`src/rtl/assert_macros.svh`:
```
// ----------------------------------------------------------------------------
// Assertion macros
// Shared concurrent assertion forms, clocked on clk, disabled during reset.
// ----------------------------------------------------------------------------
`ifndef ASSERT_MACROS_SVH
`define ASSERT_MACROS_SVH

// A property that must hold at every clock edge outside reset.
`define PSG_ASSERT(lbl, prop) \
	lbl: assert property (@(posedge clk) disable iff (!arst_n) (prop)) \
		else $error("phased sine generator assertion failed");

// A condition that must never be seen at a clock edge outside reset.
`define PSG_NEVER(lbl, expr) \
	`PSG_ASSERT(lbl, !(expr))

`endif

```
`src/rtl/psg_pkg.sv`:
```
// ----------------------------------------------------------------------------
// Phased sine generator package
// Types, command and status structs and fixed constants of the generator.
// ----------------------------------------------------------------------------
`timescale 1ns / 1ps

package psg_pkg;

	// Serial frame header.
	localparam logic [7:0] HEADER_BYTE = 8'h75;

	// Configuration register indexes.
	localparam logic REG_PERIOD = 1'b0;
	localparam logic REG_WAIT   = 1'b1;

	localparam int CFG_W        = 20;
	localparam int WAIT_W       = 16;
	localparam int WORD_W       = 16;
	localparam int ANGLE_W      = 16;
	localparam int ANGLE_FIELDS = 5;
	localparam int JOINT_W      = 3;
	localparam int ACC_BITS     = 48;
	localparam int MUL_W        = 48;
	localparam int PROD_W       = 64;
	localparam int COEF_W       = 40;

	// Time step in turns with 48 fractional bits, scaled by 2^8.
	localparam logic [MUL_W-1:0] TIME_RECIP = MUL_W'(64'd114683223);
	// Phase step scale, turns with 48 fractional bits per word unit.
	localparam logic [MUL_W-1:0] PHI_RECIP  = MUL_W'(64'd447981339000);

	// Odd Taylor coefficients of sine in Q30, lowest order first.
	localparam logic signed [COEF_W-1:0] SINE_COEF [5] = '{
		40'sd1686629713, -40'sd693598668, 40'sd85569306, -40'sd5026995, 40'sd172272
	};

	// Sequencer steps; each one is a product in the shared multiplier.
	typedef enum logic [3:0] {
		OP_FP,
		OP_INC,
		OP_INCN,
		OP_PH,
		OP_X2,
		OP_H3,
		OP_H2,
		OP_H1,
		OP_H0,
		OP_Y,
		OP_AMP
	} op_t;

	typedef enum logic [2:0] {
		ST_IDLE,
		ST_CHECK,
		ST_ISSUE,
		ST_WAIT,
		ST_DONE
	} state_t;

	typedef struct packed {
		op_t  op;
		logic byte_in;
		logic tick_in;
		logic start_run;
		logic mul_start;
		logic wb;
		logic next_joint;
		logic out_load;
	} ctl_cmd_t;

	typedef struct packed {
		logic mul_busy;
		logic mul_done;
		logic in_wait;
		logic last_joint;
	} ctl_stat_t;

endpackage

```
`src/rtl/psg_mul.sv`:
```
// ----------------------------------------------------------------------------
// Shift-add multiplier
// Unsigned 48 by 48 product, low 64 bits, one bit of the multiplier per cycle.
// ----------------------------------------------------------------------------
`timescale 1ns / 1ps

module psg_mul (
	input  logic                       clk,
	input  logic                       arst_n,
	input  logic                       start,
	input  logic [psg_pkg::MUL_W-1:0]  a,
	input  logic [psg_pkg::MUL_W-1:0]  b,
	output logic                       busy,
	output logic                       done,
	output logic [psg_pkg::PROD_W-1:0] prod
);
	import psg_pkg::*;

	localparam int CNT_W = $clog2(MUL_W + 1);

	logic [CNT_W-1:0]  cnt_q;
	logic              done_q;
	logic [PROD_W-1:0] a_q;
	logic [MUL_W-1:0]  b_q;
	logic [PROD_W-1:0] p_q;

	// Step counter and completion pulse.
	always_ff @(posedge clk or negedge arst_n) begin
		if (!arst_n) begin
			cnt_q  <= '0;
			done_q <= 1'b0;
		end else if (start) begin
			cnt_q  <= CNT_W'(MUL_W);
			done_q <= 1'b0;
		end else if (cnt_q != '0) begin
			cnt_q  <= cnt_q - 1'b1;
			done_q <= (cnt_q == CNT_W'(1));
		end else begin
			done_q <= 1'b0;
		end
	end

	// One partial product is added per cycle.
	always_ff @(posedge clk) begin
		if (start) begin
			a_q <= PROD_W'(a);
			b_q <= b;
			p_q <= '0;
		end else if (cnt_q != '0) begin
			if (b_q[0]) begin
				p_q <= p_q + a_q;
			end
			a_q <= a_q << 1;
			b_q <= b_q >> 1;
		end
	end

	assign busy = (cnt_q != '0);
	assign done = done_q;
	assign prod = p_q;

endmodule

```
`src/rtl/psg_datapath.sv`:
```
// ----------------------------------------------------------------------------
// Phased sine generator datapath
// Frame parser, configuration, tick count, phase and sine arithmetic.
// ----------------------------------------------------------------------------
`timescale 1ns / 1ps

module psg_datapath #(
	parameter int NUM_JOINTS = 5,
	parameter int PHASE_BITS = 24,
	parameter int TICK_BITS  = 32
) (
	input  logic                                     clk,
	input  logic                                     arst_n,
	input  psg_pkg::ctl_cmd_t                        cmd,
	output psg_pkg::ctl_stat_t                       stat,
	input  logic [7:0]                               s_tdata,
	input  logic                                     cfg_we,
	input  logic                                     cfg_index,
	input  logic [psg_pkg::CFG_W-1:0]                cfg_data,
	output logic [psg_pkg::ANGLE_FIELDS*psg_pkg::ANGLE_W-1:0] m_tdata,
	output logic                                     m_tuser
);
	import psg_pkg::*;

	localparam int ACTIVE = (NUM_JOINTS < ANGLE_FIELDS) ? NUM_JOINTS : ANGLE_FIELDS;
	localparam logic [31:0] PMASK = ~(32'hFFFF_FFFF >> PHASE_BITS);

	logic [CFG_W-1:0]     period_q;
	logic [WAIT_W-1:0]    wait_q;
	logic [2:0]           idx_q;
	logic [7:0]           cap_q [5];
	logic [WORD_W-1:0]    amp_q;
	logic [WORD_W-1:0]    phs_q;
	logic [WORD_W-1:0]    frq_q;
	logic [TICK_BITS-1:0] tick_q;
	logic [TICK_BITS-1:0] n_q;
	logic [35:0]          t_q;
	logic [ACC_BITS-1:0]  inc_q;
	logic [ACC_BITS-1:0]  theta_q;
	logic [ACC_BITS-1:0]  ph_q;
	logic [30:0]          x2_q;
	logic signed [COEF_W-1:0] acc_q;
	logic [16:0]          smag_q;
	logic [JOINT_W-1:0]   k_q;
	logic                 moving_q;
	logic [ANGLE_W-1:0]   angle_q [ANGLE_FIELDS];
	logic [ANGLE_FIELDS*ANGLE_W-1:0] out_q;
	logic                 out_moving_q;

	logic [2:0]           idx_d;
	logic [31:0]          p32;
	logic [30:0]          x31;
	logic [COEF_W-1:0]    acc_mag;
	logic signed [COEF_W-1:0] r_s;
	logic signed [COEF_W-1:0] horner;
	logic [30:0]          y31;
	logic [16:0]          v;
	logic [ANGLE_W-1:0]   sat;
	logic [MUL_W-1:0]     op_a;
	logic [MUL_W-1:0]     op_b;
	logic [PROD_W-1:0]    prod;
	logic                 mul_busy;
	logic                 mul_done;

	// Coefficient used by each Horner step.
	function automatic logic signed [COEF_W-1:0] coef_of(op_t op);
		unique case (op)
			OP_H3:   return SINE_COEF[3];
			OP_H2:   return SINE_COEF[2];
			OP_H1:   return SINE_COEF[1];
			default: return SINE_COEF[0];
		endcase
	endfunction

	// Quarter-turn fold of the current joint phase.
	assign p32     = theta_q[ACC_BITS-1 -: 32] & PMASK;
	assign x31     = p32[30] ? (31'h4000_0000 - {1'b0, p32[29:0]}) : {1'b0, p32[29:0]};
	assign acc_mag = acc_q[COEF_W-1] ? COEF_W'(-acc_q) : COEF_W'(acc_q);

	// Signed Q30 product and the next Horner term.
	assign r_s    = $signed({6'd0, prod[63:30]});
	assign horner = coef_of(cmd.op) + (acc_q[COEF_W-1] ? -r_s : r_s);

	// Sine clamp to [0, 2^30].
	always_comb begin
		if (acc_q[COEF_W-1] || prod[63:30] == '0) begin
			y31 = '0;
		end else if (prod[63:30] > 34'h4000_0000) begin
			y31 = 31'h4000_0000;
		end else begin
			y31 = prod[60:30];
		end
	end

	// Amplitude scaling with saturation to signed 16 bits.
	assign v = prod[32:16];
	always_comb begin
		if (p32[31]) begin
			sat = (v > 17'd32768) ? 16'h8000 : 16'(-v);
		end else begin
			sat = (v > 17'd32767) ? 16'h7FFF : v[15:0];
		end
	end

	// Multiplier operands for each step.
	always_comb begin
		unique case (cmd.op)
			OP_FP:   begin op_a = MUL_W'(frq_q);   op_b = MUL_W'(period_q); end
			OP_INC:  begin op_a = MUL_W'(t_q);     op_b = TIME_RECIP;       end
			OP_INCN: begin op_a = inc_q;           op_b = MUL_W'(n_q);      end
			OP_PH:   begin op_a = MUL_W'(phs_q);   op_b = PHI_RECIP;        end
			OP_X2:   begin op_a = MUL_W'(x31);     op_b = MUL_W'(x31);      end
			OP_Y:    begin op_a = MUL_W'(acc_mag); op_b = MUL_W'(x31);      end
			OP_AMP:  begin op_a = MUL_W'(amp_q);   op_b = MUL_W'(smag_q);   end
			default: begin op_a = MUL_W'(acc_mag); op_b = MUL_W'(x2_q);     end
		endcase
	end

	psg_mul u_mul (
		.clk   (clk),
		.arst_n(arst_n),
		.start (cmd.mul_start),
		.a     (op_a),
		.b     (op_b),
		.busy  (mul_busy),
		.done  (mul_done),
		.prod  (prod)
	);

	// Parser index after a byte; a header outside a capture starts a new one.
	always_comb begin
		if (idx_q != 3'd0 && idx_q <= 3'd6) begin
			idx_d = (idx_q == 3'd6) ? 3'd0 : idx_q + 3'd1;
		end else begin
			idx_d = 3'd0;
		end
		if (s_tdata == HEADER_BYTE && idx_d == 3'd0) begin
			idx_d = 3'd1;
		end
	end

	// Configuration, parser and tick count state.
	always_ff @(posedge clk or negedge arst_n) begin
		if (!arst_n) begin
			period_q <= CFG_W'(10000);
			wait_q   <= '0;
			idx_q    <= '0;
			amp_q    <= '0;
			phs_q    <= '0;
			frq_q    <= '0;
			tick_q   <= '0;
			for (int j = 0; j < 5; j++) begin
				cap_q[j] <= '0;
			end
		end else begin
			if (cfg_we) begin
				if (cfg_index == REG_PERIOD) begin
					period_q <= cfg_data;
				end else begin
					wait_q <= cfg_data[WAIT_W-1:0];
				end
			end
			if (cmd.byte_in) begin
				idx_q <= idx_d;
				for (int j = 0; j < 5; j++) begin
					if (idx_q == 3'(j + 1)) begin
						cap_q[j] <= s_tdata;
					end
				end
				if (idx_q == 3'd6) begin
					amp_q <= {cap_q[0], cap_q[1]};
					phs_q <= {cap_q[2], cap_q[3]};
					frq_q <= {cap_q[4], s_tdata};
				end
			end
			if (cmd.tick_in) begin
				tick_q <= tick_q + 1'b1;
			end
		end
	end

	// Working registers of one tick.
	always_ff @(posedge clk) begin
		if (cmd.start_run) begin
			n_q      <= tick_q - TICK_BITS'(wait_q);
			moving_q <= !stat.in_wait;
			k_q      <= '0;
			for (int j = 0; j < ANGLE_FIELDS; j++) begin
				angle_q[j] <= '0;
			end
		end
		if (cmd.next_joint) begin
			theta_q <= theta_q + ph_q;
			k_q     <= k_q + 1'b1;
		end
		if (cmd.wb) begin
			unique case (cmd.op)
				OP_FP:   t_q     <= prod[35:0];
				OP_INC:  inc_q   <= prod[55:8];
				OP_INCN: theta_q <= prod[ACC_BITS-1:0];
				OP_PH:   ph_q    <= prod[ACC_BITS-1:0];
				OP_X2: begin
					x2_q  <= prod[60:30];
					acc_q <= SINE_COEF[4];
				end
				OP_Y:    smag_q  <= y31[30:14];
				OP_AMP:  angle_q[k_q] <= sat;
				default: acc_q   <= horner;
			endcase
		end
		if (cmd.out_load) begin
			for (int j = 0; j < ANGLE_FIELDS; j++) begin
				out_q[j*ANGLE_W +: ANGLE_W] <= angle_q[j];
			end
			out_moving_q <= moving_q;
		end
	end

	assign stat.mul_busy   = mul_busy;
	assign stat.mul_done   = mul_done;
	assign stat.in_wait    = (tick_q <= TICK_BITS'(wait_q));
	assign stat.last_joint = (k_q == JOINT_W'(ACTIVE - 1));
	assign m_tdata = out_q;
	assign m_tuser = out_moving_q;

endmodule

```
`src/rtl/psg_ctrl.sv`:
```
// ----------------------------------------------------------------------------
// Phased sine generator controller
// Sequences the handshakes and the multiplier steps of one tick.
// ----------------------------------------------------------------------------
`timescale 1ns / 1ps
`include "assert_macros.svh"

module psg_ctrl (
	input  logic               clk,
	input  logic               arst_n,
	input  logic               s_tvalid,
	output logic               s_tready,
	input  logic               s_tuser,
	output logic               m_tvalid,
	input  logic               m_tready,
	output psg_pkg::ctl_cmd_t  cmd,
	input  psg_pkg::ctl_stat_t stat
);
	import psg_pkg::*;

	state_t state_q, state_d;
	op_t    op_q, op_d;
	logic   valid_q;
	logic   accept;
	logic   out_free;

	// A request is taken only while no tick is being worked on.
	assign s_tready = (state_q == ST_IDLE);
	assign accept   = s_tvalid && s_tready;
	assign out_free = !valid_q || m_tready;

	// Next state and next step.
	always_comb begin
		state_d = state_q;
		op_d    = op_q;
		unique case (state_q)
			ST_IDLE: begin
				if (accept && s_tuser) begin
					state_d = ST_CHECK;
				end
			end
			ST_CHECK: begin
				state_d = stat.in_wait ? ST_DONE : ST_ISSUE;
				op_d    = OP_FP;
			end
			ST_ISSUE: begin
				state_d = ST_WAIT;
			end
			ST_WAIT: begin
				if (stat.mul_done) begin
					state_d = ST_ISSUE;
					if (op_q == OP_AMP) begin
						if (stat.last_joint) begin
							state_d = ST_DONE;
						end else begin
							op_d = OP_X2;
						end
					end else begin
						op_d = op_t'(op_q + 1'b1);
					end
				end
			end
			ST_DONE: begin
				if (out_free) begin
					state_d = ST_IDLE;
				end
			end
			default: state_d = ST_IDLE;
		endcase
	end

	// Commands to the datapath.
	always_comb begin
		cmd            = '0;
		cmd.op         = op_q;
		cmd.byte_in    = accept && !s_tuser;
		cmd.tick_in    = accept && s_tuser;
		cmd.start_run  = (state_q == ST_CHECK);
		cmd.mul_start  = (state_q == ST_ISSUE);
		cmd.wb         = (state_q == ST_WAIT) && stat.mul_done;
		cmd.next_joint = cmd.wb && (op_q == OP_AMP) && !stat.last_joint;
		cmd.out_load   = (state_q == ST_DONE) && out_free;
	end

	// State, step and output valid registers.
	always_ff @(posedge clk or negedge arst_n) begin
		if (!arst_n) begin
			state_q <= ST_IDLE;
			op_q    <= OP_FP;
			valid_q <= 1'b0;
		end else begin
			state_q <= state_d;
			op_q    <= op_d;
			if (cmd.out_load) begin
				valid_q <= 1'b1;
			end else if (m_tready) begin
				valid_q <= 1'b0;
			end
		end
	end

	assign m_tvalid = valid_q;

	`PSG_NEVER(a_start_busy, cmd.mul_start && stat.mul_busy)
	`PSG_ASSERT(a_done_in_wait, stat.mul_done |-> state_q == ST_WAIT)
	`PSG_ASSERT(a_tick_check, (s_tvalid && s_tready && s_tuser) |=> state_q == ST_CHECK)
endmodule

```
`src/rtl/phased_sine_wave_generator.sv`:
```
// A byte request gives no result.
// A tick in the wait goes from the check state straight to the done state.
// A moving tick runs 4 + 7 * joints products, one at a time, in the
// shared shift-add multiplier. One request is worked on at a time.
// Reset is asynchronous, active low; no clearing pass is needed.
// ----------------------------------------------------------------------------
// Phased sine wave generator
// Parses parameter frames and turns ticks into phased joint angles.
// ----------------------------------------------------------------------------
`timescale 1ns / 1ps

module phased_sine_wave_generator #(
	parameter int NUM_JOINTS = 5,
	parameter int PHASE_BITS = 24,
	parameter int TICK_BITS  = 32
) (
	input  logic                        clk,
	input  logic                        arst_n,
	input  logic                        s_tvalid,
	output logic                        s_tready,
	input  logic [7:0]                  s_tdata,  // rx_byte
	input  logic                        s_tuser,  // cmd
	output logic                        m_tvalid,
	input  logic                        m_tready,
	output logic [79:0]                 m_tdata,  // angle_0 .. angle_4
	output logic                        m_tuser,  // moving
	input  logic                        cfg_we,
	input  logic                        cfg_index,
	input  logic [psg_pkg::CFG_W-1:0]   cfg_data
);
	import psg_pkg::*;

	ctl_cmd_t  cmd;
	ctl_stat_t stat;

	// Sequencer.
	psg_ctrl u_ctrl (
		.clk     (clk),
		.arst_n  (arst_n),
		.s_tvalid(s_tvalid),
		.s_tready(s_tready),
		.s_tuser (s_tuser),
		.m_tvalid(m_tvalid),
		.m_tready(m_tready),
		.cmd     (cmd),
		.stat    (stat)
	);

	// Arithmetic and state.
	psg_datapath #(
		.NUM_JOINTS(NUM_JOINTS),
		.PHASE_BITS(PHASE_BITS),
		.TICK_BITS (TICK_BITS)
	) u_dp (
		.clk      (clk),
		.arst_n   (arst_n),
		.cmd      (cmd),
		.stat     (stat),
		.s_tdata  (s_tdata),
		.cfg_we   (cfg_we),
		.cfg_index(cfg_index),
		.cfg_data (cfg_data),
		.m_tdata  (m_tdata),
		.m_tuser  (m_tuser)
	);

endmodule

```
`config.mk`:
```
export PLATFORM = sky130hd
export DESIGN_NAME = phased_sine_wave_generator
export DESIGN_NICKNAME = d
export VERILOG_FILES = /design/src/rtl/psg_pkg.sv /design/src/rtl/psg_mul.sv /design/src/rtl/psg_datapath.sv /design/src/rtl/psg_ctrl.sv /design/src/rtl/phased_sine_wave_generator.sv
export VERILOG_INCLUDE_DIRS = /design/src /design/src/rtl
export SDC_FILE = /design/constraint.sdc
export NUM_CORES = 2
export LEC_CHECK = 0
export BUFFER_PORTS_ARGS = -buffer_cell sky130_fd_sc_hd__buf_2
export CAP_MARGIN = 20
export CORE_UTILIZATION = 57
export DETAILED_ROUTE_END_ITERATION = 16
export PLACE_DENSITY = 0.77
export SLEW_MARGIN = 30
export SYNTH_ARGS = -nofsm -noshare
export SYNTH_HDL_FRONTEND = slang
export SYNTH_SLANG_ARGS = --single-unit
```
`constraint.sdc`:
```
create_clock -name clk -period 4.67 [get_ports clk]
set_input_delay 0.2335 -clock clk [delete_from_list [all_inputs] [get_ports clk]]
set_output_delay 0.2335 -clock clk [all_outputs]
set_load 0.1 [all_outputs]
```
# ---- Word level (Yosys, flattened, before mapping)
# Memory sizes are Yosys's and may differ from the RTL's. A register that Yosys moved wholly into a read port is not among the register bits.
# Index checks and enable logic that the tools add are counted.
dict set report totals {
  ff_bits 655
  ram_bits 80
  input_bits 35
  output_inout_bits 83
  elab_cells 174
  memories 1
}
dict set report op_classes {
  n_addsub 13
  n_lt_le_gt_ge 5
  n_eq_ne 26
  muxes 48
  bitwise 2
  reduce_logical 46
}
# name words word_bits read_ports rd_ports_with_merged_regs write_ports line_no
set memory_table {}
lappend memory_table {u_dp.angle_q 5 16 5 5 5 psg_datapath.sv:46} ;# logic [ANGLE_W-1:0] angle_q [ANGLE_FIELDS];
# operator count
set ops {}
lappend ops {{$mux 48} 7}
lappend ops {{$pmux 48 s6} 1}
lappend ops {{$pmux 39 s6} 1}
lappend ops {{$pmux 40 s3} 1}
lappend ops {{$mux 40} 2}
lappend ops {{$pmux 40 s2} 1}
lappend ops {{$add 64x64->64} 1}
lappend ops {{$mux 16} 4}
lappend ops {{$mux 31} 2}
lappend ops {{$add 48x48->48} 1}
lappend ops {{$add 40x40->40} 1}
lappend ops {{$neg 34->40} 1}
lappend ops {{$neg 40->40} 1}
lappend ops {{$mux 3} 12}
lappend ops {{$gt 34x31->1 const B} 1}
lappend ops {{$logic_not 34->1} 1}
lappend ops {{$add 32x1->32 const B} 1}
lappend ops {{$le 32x16->1} 1}
lappend ops {{$sub 32x16->32} 1}
lappend ops {{$sub 31x30->31 const A} 1}
lappend ops {{$reduce_and 2->1} 15}
lappend ops {{$gt 17x15->1 const B} 1}
lappend ops {{$gt 17x16->1 const B} 1}
lappend ops {{$eq 4x3->1 const B} 4}
lappend ops {{other kinds (34)} 77}

# ---- Depth between registers and ports, before layout
dict set report logic_depth {
  depth_word 7
  depth_mapped 22
  mapped_depth_nobuf 19
}

# ---- Hierarchy
# From an unflattened synthesis, not the netlist that was laid out.
dict set report unflattened {
  hier_cells 3909
  hier_area_um2 42864.9
}
# module instances cells_each area_per_inst_um2
set modules_own_cells {}
lappend modules_own_cells {psg_datapath 1 2712 31337.6}
lappend modules_own_cells {psg_mul 1 1135 10979.3}
lappend modules_own_cells {psg_ctrl 1 62 548.0}

# ---- Least setup slack after synthesis
# No wires, ideal clock.
dict set report synth_path {
  kind {reg2reg}
  from {register u_ctrl.valid_q, in the netlist u_ctrl.m_tvalid}
  to {register u_dp.out_q[0], in the netlist m_tdata[0] (read register of u_dp.angle_q), enable pin}
  setup_ns 0.521
  arrival_ns 4.424
  required_ns 4.149
  path_slack_ns -0.275
  path_stages_with_launch 3
  path_buffers 0
  synth_period_minus_slack_ns 4.945
  path_cell_list {dfrtp_1 nor2b_1 nor2_1}
}
# element line_no
set synth_rtl {}
lappend synth_rtl {{from (decl)} psg_ctrl.sv:23} ;# logic valid_q;
lappend synth_rtl {{from (signal assigned)} psg_ctrl.sv:90} ;# valid_q <= 1'b0;
lappend synth_rtl {{from (signal assigned)} psg_ctrl.sv:95} ;# valid_q <= 1'b1;
lappend synth_rtl {{from (signal assigned)} psg_ctrl.sv:97} ;# valid_q <= 1'b0;
lappend synth_rtl {{to (decl)} psg_datapath.sv:47} ;# logic [ANGLE_FIELDS*ANGLE_W-1:0] out_q;

# ---- Worst setup path in the final report
dict set report layout_path {
  from {register u_dp.u_mul.p_q[34], in the netlist u_dp.u_mul.prod[34]}
  to {register u_dp.acc_q[38], data pin}
}
dict set report layout_via {
  elab_chain_cells 4
}
# element line_no
set layout_rtl {}
lappend layout_rtl {{from (decl)} psg_mul.sv:25} ;# logic [PROD_W-1:0] p_q;
lappend layout_rtl {{from (signal assigned)} psg_mul.sv:51} ;# p_q <= p_q + a_q;
lappend layout_rtl {{$neg 34->40} psg_datapath.sv:82} ;# assign horner = coef_of(cmd.op) + (acc_q[COEF_W-1] ? -r_s : r_s);
lappend layout_rtl {{$mux 40 (*)} psg_datapath.sv:82}
lappend layout_rtl {{$add 40x40->40 (*)} psg_datapath.sv:82}
lappend layout_rtl {{$pmux 40 s2 (*)} psg_datapath.sv:197} ;# unique case (cmd.op)
lappend layout_rtl {{to (signal assigned)} psg_datapath.sv:204} ;# acc_q <= SINE_COEF[4];
lappend layout_rtl {{to (signal assigned)} psg_datapath.sv:208} ;# default: acc_q <= horner;
lappend layout_rtl {{to (decl)} psg_datapath.sv:42} ;# logic signed [COEF_W-1:0] acc_q;
# Every way passes the cells marked *; elsewhere a longest branch is shown, timed or not.
# A chain may end at the register's enable or synchronous reset.

==> summary.md <==
| Metric | Value |
|---|---|
| Final Util | `approximately two thirds` |
| Actual slew at the worst max-slew pin | `between 0.9 and 1 ns` |
| Kind of critical path | `reg -> reg` |
| Post-synthesis mux area share | `3.50%` |
| Max Cap Viol | `0` |
| Initial Util | `between 50 and 60%` |
| GPL Wtd Cong | `~0.99` |
| Post-Synthesis Cells | `3956` |
| First-pass detailed-route iteration total | `8` |
| Filler-free cell count of the finished design | `between 5000 and 6000` |
| N_diodes | `0` |
| Final setup margin | `-0.0178 ns` |
| Largest family of logic cells by synthesized area | `compound AO/OA/AOI/OAI gates` |
| Synth Area in Compound Gates | `16.0%` |
| Final setup fails | `1` |
| Largest net degree at the start of global routing | `100` |
| TritonCTS Buffers | `between 80 and 90` |
| Area growth from synthesis to layout | `13.7%` |
| Simple-gate area share of the yosys netlist | `between 10% and 20%` |
| Slowest-stage cell, CP | `or4_4` |
| CP Launch Type | `register` |
| CTS H-Tree Depth | `3` |
| Net count after synthesis | `4170` |
| Die Y | `approximately 270 um` |
| Leakage | `0.0192 uW` |
| CTS tree | `built` |
| # rows | `98` |
| Post-route minimum period | `~4.7 ns` |
| I/O pin cnt | `about 120` |
| CTS clk-pin slew, worst paths | `roughly 0.07 ns` |
| Clk sink count | `about 810` |
| Fin nets | `between 4000 and 5000` |
| Via count | `32872` |
| 1st-iter DRT viols | `around 3800` |
| Die X | `approximately 270 um` |
| Max Clock Freq | `between 200 and 250 MHz` |
| Syn avg cell area | `about 11 um^2` |
| Slew headroom | `35.1%` |
| Clock latency on the worst-skew pair | `0.67 ns` |
| DP HPWL | `between 80 and 90 mm` |
| Final wirelength | `roughly 120 mm` |
| Skew final | `between 0.03 and 0.04 ns` |
| Sequential share of the synthesized area | `52.9%` |
| Worst path max stage delay | `0.53 ns` |
| Vias per inst | `between 6 and 7` |
| Unrepaired setup endpoints after global routing | `true` |
| Remaining Overflow, GRT | `0` |
| Design Area, Final | `between 40000 and 50000 um^2` |
| Fraction of registers with async set/reset | `a little over a fifth` |
| GRT Overall Usage | `roughly a third` |
| Final-layout fill cell count | `between 5000 and 6000` |
| Syn Std Cell Area | `about 42000 um^2` |
| Top FF cell, synth | `edfxtp_1` |
| DP Area | `43900 um^2` |
| Critical Path Sink Type | `register` |
| Worst min-delay path class | `in -> reg` |
| Power Density | `between 500 and 600 nW/um^2` |
| WP data arrival | `a little over 5 ns` |
| Vias in the first global route | `31066` |
| EDFF count, synth | `about 500` |
| Core ar. | `around 72000 um^2` |
| Final Hold Vio Count | `0` |
| First-pass GRT wire length | `181 mm` |
| Crit-path cells | `or4_4 > or2_4 > or3_4 > or4_4 > nor2_4 > nand2_2 > buf_6 > nand2_4 > xnor2_2 > ha_2 > a21o_1 > and2_4 > or3_4 > nor4_4 > o31ai_1 > buf_4 > a41oi_2 > xor2_1 > nor2_1` |
| Critical path peak fanout | `4` |
| Total die area | `~74000 um^2` |
| Slew Viols, Final | `0` |
| Synth Area in XOR/XNOR | `under 10%` |
| Synth warn | `0` |
| PortBufs | `around 120` |
| Share of cells above drive strength 1 | `14.5%` |
| Crit share post-route | `100%` |
| Yosys cell types | `79` |
| DRC | `0` |
| Status | `complete, but fails checks` |
| DR WL/cell | `22.9 um` |
| Delay-heaviest family, CP | `simple AND/OR/NAND/NOR gates` |
| Number of synthesized register bits | `between 800 and 900` |
| CP required | `roughly 5 ns` |
| Placed cell count | `roughly 5000` |
| Initial antenna violation count | `4` |
| Buf/Inv on CP | `2` |
| Max Root-Sink Buffers | `3` |
| Adder-cell share of the synthesized area | `around 5.4%` |
| CTS Root Cell | `clkbuf_16` |
| Failing checks | `negative setup slack` |
| Peak VDD IR | `between 0.5 and 0.6 mV` |
| ANT nets after route | `0` |
-- cell usage in the layout, fill, tap and decap left out, types with 89 or more instances in the layout --
cell type,n
mux2_2,126
nor2_1,328
ha_1,174
xnor2_1,176
inv_1,89
buf_4,132
xor2_1,107
a21oi_1,317
dfxtp_1,125
o21ai_0,223
dfrtp_1,169
edfxtp_1,504
nand2_1,438
buf_2,116
a21o_1,100
-- sequential cells by signal, indices dropped and copies added (netlist names), 32 cells and up --
name and flops:
m_tdata 80, u_dp.acc_q 40, u_dp.angle_q 80, u_dp.cap_q 40
u_dp.inc_q 48, u_dp.n_q 32, u_dp.ph_q 48, u_dp.t_q 36
u_dp.theta_q 48, u_dp.tick_q 32, u_dp.u_mul.a_q 64, u_dp.u_mul.b_q 39
u_dp.u_mul.prod 64
-- metrics by stage --
step / total power (uW) / worst slack (ns) / hold WS [ns] / setup TNS (ns)
after global placement: 20800 / -0.0556 / 0.311 / -0.0556
after detailed placement: 21000 / -0.0584 / 0.314 / -0.0854
after global routing: 29800 / -0.183 / 0.0926 / -1.20
after CTS: 28000 / 0.000309 / 0.0603 / 0
after floorplan: 17700 / 0.0123 / -0.0621 / 0
final: 28400 / -0.0178 / 0.0837 / -0.0178
-- worst min-delay path: cells and delay by family --
kind                   cells  cell delay, ns
buffers and inverters      1            0.11
and+or+nand+nor            1            0.12
muxes                      1            0.25
-- worst paths after layout --
| path | start | end | slack [ns] | depth (start not counted) |
|---|---|---|---|---|
| setup / recovery | u_dp.u_mul.prod[34] | u_dp.acc_q[38] | -0.02 | 19 |
| hold / removal | cfg_index | u_dp.period_q[11] | 0.08 | 3 |
| setup reg to reg | u_dp.u_mul.prod[34] | u_dp.acc_q[38] | -0.02 | 19 |
| hold reg to reg | u_dp.angle_q[0][2] | m_tdata[2] | 0.41 | 0 |
| max in group asynchronous | arst_n | u_dp.phs_q[3] | 3.45 | 3 |
| min in group asynchronous | arst_n | u_dp.u_mul.cnt_q[5] | 0.16 | 2 |
-- cells in the mapped netlist (33+ instances only) --
cell type  instances  area (um^2)
a21o_1           100          751
a21oi_1          321         1610
a22oi_1           39          293
a31oi_1           40          250
and2_1            39          244
clkbuf_1         182          683
dfrtp_1          169         4230
dfxtp_1          128         2560
edfxtp_1         504        15100
ha_1             175         2190
inv_1             90          338
mux2_2           126         1420
nand2_1          444         1670
nand2b_1          38          238
nand3_1           87          435
nand4_1           39          244
nor2_1           335         1260
nor2b_1           34          213
nor3_1            46          230
o21ai_0          228         1140
o31ai_1           38          285
or3_1             33          206
xnor2_1          178         1560
xor2_1           107          937
-- repair_timing --
| action | CTS | global route |
|---|---|---|
| resized for setup | 6 | 34 |
| pin swaps | 2 | 23 |
| endpoints found under the setup margin | 8 | 12 |
| setup buffers | 0 | 5 |
| hold endpoints to repair | 156 | 0 |
| hold buffers | 30 | 0 |
-- kinds of logic after synthesis --
group | count (synthesis)
simple gates | 1217
compound gates | 1044
flops | 806
buf+inv | 295
xor+xnor | 285
fa+ha+maj | 179
mux | 130
-- routing by layer --
layer / vias to the layer above / GRT usage, % / part of all wire, %
met3: 324 / 4.92 / 9.3
li1: 14901 / - / -
met2: 1662 / 49.1 / 45
met1: 15985 / 42.9 / 41
met5: - / 0 / 0
met4: 0 / 15.2 / 4.8
-- where the power goes --
part	internal (uW)	total, uW	switching (uW)	leakage (uW)
sequential	9360	10300	935	0.00801
combinational	4250	11100	6890	0.00978
clock	3980	6990	3000	0.00140
-- area by class of cell --
| cell class | count | area [um^2] | area share, % |
|---|---|---|---|
| Multi-Input combinational cell | 2855 | 18900 | 39.9 |
| Sequential cell | 806 | 22100 | 46.5 |
| Tap cell | 950 | 1190 | 2.51 |
| Clock inverter | 52 | 667 | 1.41 |
| Timing Repair Buffer | 285 | 2010 | 4.24 |
| Inverter | 90 | 338 | 0.712 |
| Clock buffer | 106 | 2250 | 4.74 |
Power figures use the tool's default switching activity.
